$ cat config.mk
export PLATFORM = sky130hd
export DESIGN_NAME = sfir_ctrl
export DESIGN_NICKNAME = d
export VERILOG_FILES = /design/src/design/sfir_pkg.sv /design/src/design/sfir_ctrl.sv
export SDC_FILE = /design/constraint.sdc
export NUM_CORES = 1
export LEC_CHECK = 0
export BUFFER_PORTS_ARGS = -buffer_cell sky130_fd_sc_hd__buf_2
export CAP_MARGIN = 25
export CORE_AREA = 8 8 45 47
export DETAILED_ROUTE_END_ITERATION = 12
export DIE_AREA = 0 0 53 55
export PLACE_DENSITY = 0.52
export SYNTH_ARGS = -nofsm -noshare
export SYNTH_HDL_FRONTEND = slang
export SYNTH_SLANG_ARGS = --single-unit
$ cat constraint.sdc
create_clock -name clock -period 2.7 [get_ports clock]
set_clock_uncertainty 0.1 [all_clocks]
set_input_delay 0.27 -clock clock [delete_from_list [all_inputs] [get_ports clock]]
set_output_delay 0.27 -clock clock [all_outputs]
set_load 0.005 [all_outputs]
$ cat src/design/sfir_pkg.sv
// shared types and constants of the separable 2-d fir filter
package sfir_pkg;

   localparam int SAMPLE_W = 16;
   localparam int ADDEND_W = 24;
   localparam int COEF_W   = 16;
   localparam int ROW_W    = 20;
   localparam int OUT_W    = 24;
   localparam int CSR_W    = 64;
   localparam int CSR_IDX_W = 3;
   localparam int COEFS_PER_REG = 4;
   localparam int COEF_REG_TAPS = 8;
   localparam int FRAC_BITS = 14;

   localparam logic [CSR_IDX_W-1:0] CSR_IMAGE_WIDTH  = 3'd0;
   localparam logic [CSR_IDX_W-1:0] CSR_ROW_TAPS     = 3'd1;
   localparam logic [CSR_IDX_W-1:0] CSR_COL_TAPS     = 3'd2;
   localparam logic [CSR_IDX_W-1:0] CSR_ADD_MODE     = 3'd3;
   localparam logic [CSR_IDX_W-1:0] CSR_ROW_COEFS_LO = 3'd4;
   localparam logic [CSR_IDX_W-1:0] CSR_ROW_COEFS_HI = 3'd5;
   localparam logic [CSR_IDX_W-1:0] CSR_COL_COEFS_LO = 3'd6;
   localparam logic [CSR_IDX_W-1:0] CSR_COL_COEFS_HI = 3'd7;

   typedef enum logic [3:0] {
      ST_IDLE,
      ST_DECIDE,
      ST_H_RUN,
      ST_H_DRAIN1,
      ST_H_DRAIN2,
      ST_H_ROUND,
      ST_V_RUN,
      ST_V_DRAIN1,
      ST_V_DRAIN2,
      ST_V_ROUND,
      ST_UPDATE
   } ctrl_state_type;

   typedef struct packed {
      logic take;
      logic issue_h;
      logic issue_v;
      logic h_round;
      logic out_load;
      logic update;
   } dp_cmd_type;

   typedef struct packed {
      logic do_row;
      logic do_out;
      logic h_last;
      logic v_last;
      logic out_free;
   } dp_status_type;

endpackage

$ cat src/design/sfir_ctrl.sv
// sequencer that steps one item through the row and column passes
module sfir_ctrl
   import sfir_pkg::*;
(
   input  logic          clock,
   input  logic          reset,
   input  logic          req_valid,
   output logic          req_stall,
   input  dp_status_type status,
   output dp_cmd_type    cmd
);

   ctrl_state_type state_ff;
   ctrl_state_type state_in;

   always_ff @(posedge clock) begin
      if (reset) begin
         state_ff <= ST_IDLE;
      end else begin
         state_ff <= state_in;
      end
   end

   always_comb begin
      state_in = state_ff;
      unique case (state_ff)
         ST_IDLE: begin
            if (req_valid) state_in = ST_DECIDE;
         end
         ST_DECIDE: begin
            state_in = status.do_row ? ST_H_RUN : ST_UPDATE;
         end
         ST_H_RUN: begin
            if (status.h_last) state_in = ST_H_DRAIN1;
         end
         ST_H_DRAIN1: state_in = ST_H_DRAIN2;
         ST_H_DRAIN2: state_in = ST_H_ROUND;
         ST_H_ROUND: begin
            state_in = status.do_out ? ST_V_RUN : ST_UPDATE;
         end
         ST_V_RUN: begin
            if (status.v_last) state_in = ST_V_DRAIN1;
         end
         ST_V_DRAIN1: state_in = ST_V_DRAIN2;
         ST_V_DRAIN2: state_in = ST_V_ROUND;
         ST_V_ROUND: begin
            if (status.out_free) state_in = ST_UPDATE;
         end
         ST_UPDATE: state_in = ST_IDLE;
         default: state_in = ST_IDLE;
      endcase
   end

   always_comb begin
      cmd = '0;
      req_stall = 1'b1;
      unique case (state_ff)
         ST_IDLE: begin
            // no item is taken while reset is held
            req_stall = reset;
            cmd.take = req_valid && !reset;
         end
         ST_H_RUN:   cmd.issue_h = 1'b1;
         ST_H_ROUND: cmd.h_round = 1'b1;
         ST_V_RUN:   cmd.issue_v = 1'b1;
         ST_V_ROUND: cmd.out_load = status.out_free;
         ST_UPDATE:  cmd.update = 1'b1;
         default: begin
            cmd = '0;
         end
      endcase
   end

endmodule

==> out/results.tsv <==
stage	metric	value	unit
logic_synthesis	synthSimpleGateAreaFrac	33.9	%
clock_network	postCtsSetupBuffers	0	
cells_and_area	most-common-layout-cells	sky130_fd_sc_hd__buf_2, sky130_fd_sc_hd__nor4_1, sky130_fd_sc_hd__a21oi_1, sky130_fd_sc_hd__dfxtp_1	
global_routing	total_global_route_track_usage	6.50	%
run	max_cap_violations	0	
worst_setup_path	worst-setup-path-type	reg2out	
logic_synthesis	synthAdderAreaFrac	0	%
worst_setup_path	crit_required	2.33	ns
timing	report.final.setup_viol	0	
worst_setup_path	r2r_depth	3	
worst_setup_path	reg2reg_slack	1.35	ns
floorplanning	placementRows	14	
logic_synthesis	synthesis.yosys.warnings	0	
clock_network	post_cts_hold_buffer_count	0	
clock_network	clk_pin_slew	0.03	ns
worst_setup_path	crit_path_leading_delay_family	flip-flops	
logic_synthesis	synth_area	322	um2
cells_and_area	antennaDiodeCount	0	
clock_network	numClockSinks	4	
logic_synthesis	ys_dominant_reg_cell	sky130_fd_sc_hd__dfxtp_1	
worst_setup_path	r2r-end	state_ff[0]$_SDFFE_PP0P_	
detailed_routing	post_drt_wl_per_cell	12.4	um
clock_network	post_cts.resized_instances	0	
timing	final_hold_vios	0	
timing	timing.fmax	0.600	GHz
timing	fin_crit	1.67	ns
timing	slew_headroom	74.0	%
global_routing	wire_length_of_the_first_global_routing_pass	1350	um
cells_and_area	final-seq-area	80.1	um2
timing	post-route-period-util	61.8	%
cells_and_area	area_of_combinational_cells_with_multiple_inputs	185	um2
pwr	totalPowerFinal	209	uW
clock_network	clock_insertion_delay_worst_skew	0.24	ns
logic_synthesis	post_synth_inst_count	41	
worst_setup_path	timing.critical_path.cells	inv_1 -> nor4_1 -> buf_2	
status	run_status	complete, no violations	
cells_and_area	nets	64	
logic_synthesis	yosysSeqAreaShare	24.9	%
clock_network	clk_path_buf_depth	2	
timing	worst_margin_pin_slew	0.390	ns
global_routing	global_route.usage.met2	8.79	%
floorplanning	floorplan.die_area	0.00292	mm2
global_routing	globalRoute.totalOverflow	0	
logic_synthesis	compound_gate_portion_of_the_synthesized_area	23.7	%
floorplanning	initial_utilization	23.2	%
cells_and_area	register_containing_the_most_flip_flops_in_the_final_layout	state_ff	
cells_and_area	final_area	389	um2
logic_synthesis	largest_family_of_logic_cells_by_synthesized_area	simple AND/OR/NAND/NOR gates	
pwr	vdd.ir_drop.worst	0.000172	V
logic_synthesis	yosys_reg_bits	4	
worst_setup_path	crit_path_top_delay_cell	sky130_fd_sc_hd__dfxtp_1	
detailed_routing	vias	344	
cells_and_area	max_reg_flops	4	
global_routing	groute.layer.met3.usage	3.21	%
clock_network	cts_htree_levels	1	
floorplanning	die_w	53	um
worst_setup_path	crit_path_max_fanout	12	
worst_setup_path	cp-end-kind	output pin	
cells_and_area	filler_cell_count_in_the_final_layout	157	
place	port-buffer-count	14	
cells_and_area	top_regs	state_ff (4)	
place	instance_area_at_placement	367	um2
place	hpwl	651	um
worst_setup_path	critical_path.max_stage_delay	0.52	ns
cells_and_area	layout-drive-gt1-share	35.2	%
global_routing	gr_met1_demand_resource	6.68	%
timing	rsz_0062_raised_after_global_routing	false	
logic_synthesis	postSynthAreaPerCell	7.84	um2
detailed_routing	vias_per_cell	4.91	
global_routing	first_global_vias	305	
logic_synthesis	post_synthesis_net_count	49	
pwr	power.static_leakage	0.167	nW
detailed_routing	route.antenna.remaining_nets	0	
logic_synthesis	synth_enable_flop_cells	0	
cells_and_area	layout_commonest_cell	sky130_fd_sc_hd__buf_2	
worst_setup_path	path_buf_inv	2	
floorplanning	core_area	0.00138	mm2
global_routing	initial_antenna_violation_count	0	
cells_and_area	syn_to_final_growth	21.0	%
worst_setup_path	timing.critical_path.from_type	flop	
detailed_routing	detail_route.drc_violations	0	
pwr	power-per-cell-area	537	mW/mm2
hold_path	min_to	state_ff[1]$_SDFFE_PP0P_	
worst_setup_path	timing.rr.start	state_ff[2]$_SDFFE_PP0P_	
logic_synthesis	synth_xor_area_share	0	%
logic_synthesis	muxShareOfSynthArea	0	%
global_routing	grt_start_max_net_pins	14	
detailed_routing	drt-initial-drc-count	4	
worst_setup_path	startpoint	state_ff[3]$_SDFFE_PP0P_	
clock_network	tritoncts_clock_tree	built	
detailed_routing	route.final.wire_length	868	um
logic_synthesis	synth_cell_types	23	
global_routing	grt.busiest_layer	met2	
clock_network	clockRootBuffer	sky130_fd_sc_hd__clkbuf_4	
detailed_routing	drtPass1Iterations	2	
hold_path	hold_path_cell_cnt	2	
worst_setup_path	worst_ep_arrival_time	1.30	ns
floorplanning	die_h	55	um
timing	final-max-slew-violation-count	0	
hold_path	hold_path_startpoint	reset	
clock_network	numCtsBuffers	3	
timing	setup_tns	0	ns
place	rd_place_congestion	0.730	
hold_path	min_path_type	in2reg	
logic_synthesis	asyncSetResetFlopFracSynth	0	%
floorplanning	floorplan.io_pins	15	
-- per-layer routing --
layer,part of all wire (%),wire length (um)
met2,41,352
met1,44,386
met3,11,94
met5,0,0
met4,3.9,34
-- cell families (layout without fill, tap and decap cells) --
| group | after synthesis | in the layout |
|---|---|---|
| AND/OR/NAND/NOR | 19 | 19 |
| AO/OA/AOI/OAI | 11 | 11 |
| flip-flops | 4 | 4 |
| buffers and inverters | 7 | 20 |
-- area by class of cell --
class	count	share of cell area (%)
multi-input cells	30	47.6
clock buffers	3	5.79
well taps	16	5.14
flip-flops and latches	4	20.6
repair buffers	14	18.0
inverters	3	2.89
-- cells in the mapped netlist, types with 2 or more instances --
cell type | instances | share of area (%)
sky130_fd_sc_hd__nor3_1 | 2 | 3.1
sky130_fd_sc_hd__nand2_1 | 2 | 2.3
sky130_fd_sc_hd__a21oi_1 | 4 | 6.2
sky130_fd_sc_hd__nor2_1 | 3 | 3.5
sky130_fd_sc_hd__dfxtp_1 | 4 | 25
sky130_fd_sc_hd__nor2b_1 | 2 | 3.9
sky130_fd_sc_hd__buf_6 | 4 | 14
sky130_fd_sc_hd__inv_1 | 2 | 2.3
sky130_fd_sc_hd__nor4_1 | 4 | 7.8
-- worst reg2reg max path, cell delays in order, from the launching register on --
cell	delay, ns
sky130_fd_sc_hd__dfxtp_1	0.53
sky130_fd_sc_hd__o21bai_1	0.12
sky130_fd_sc_hd__a2111o_1	0.42
sky130_fd_sc_hd__o21ai_2	0.10
-- through the flow --
stage / utilization, % / instances / setup slack, ns / hold slack [ns]
after detailed placement: 26.5 / 67 / 1.26 / 0.423
after global placement: 26.5 / 67 / 1.27 / 0.428
after global routing: 28.1 / 70 / 0.896 / 0.175
after floorplan: - / 41 / 1.51 / 0.239
final: 28.1 / 70 / 1.03 / 0.173
after CTS: 28.1 / 70 / 1.01 / 0.172
-- where the power goes --
group / internal, mW / switching (mW) / total (mW)
registers: 0.0666 / 0.0197 / 0.0863
logic: 0.0248 / 0.0239 / 0.0487
clock network: 0.0497 / 0.0241 / 0.0738
total: 0.141 / 0.0677 / 0.209
-- how the worst max path moves through the flow --
stage / to / slack [ns] / cells past startpoint
floorplan: cmd[5] / 1.51 / 3
CTS: cmd[0] / 1.01 / 3
detailed placement: cmd[0] / 1.26 / 3
global placement: cmd[0] / 1.27 / 3
global route: cmd[0] / 0.90 / 3
finish: cmd[0] / 1.03 / 3
(Power assumes the default switching activity.)
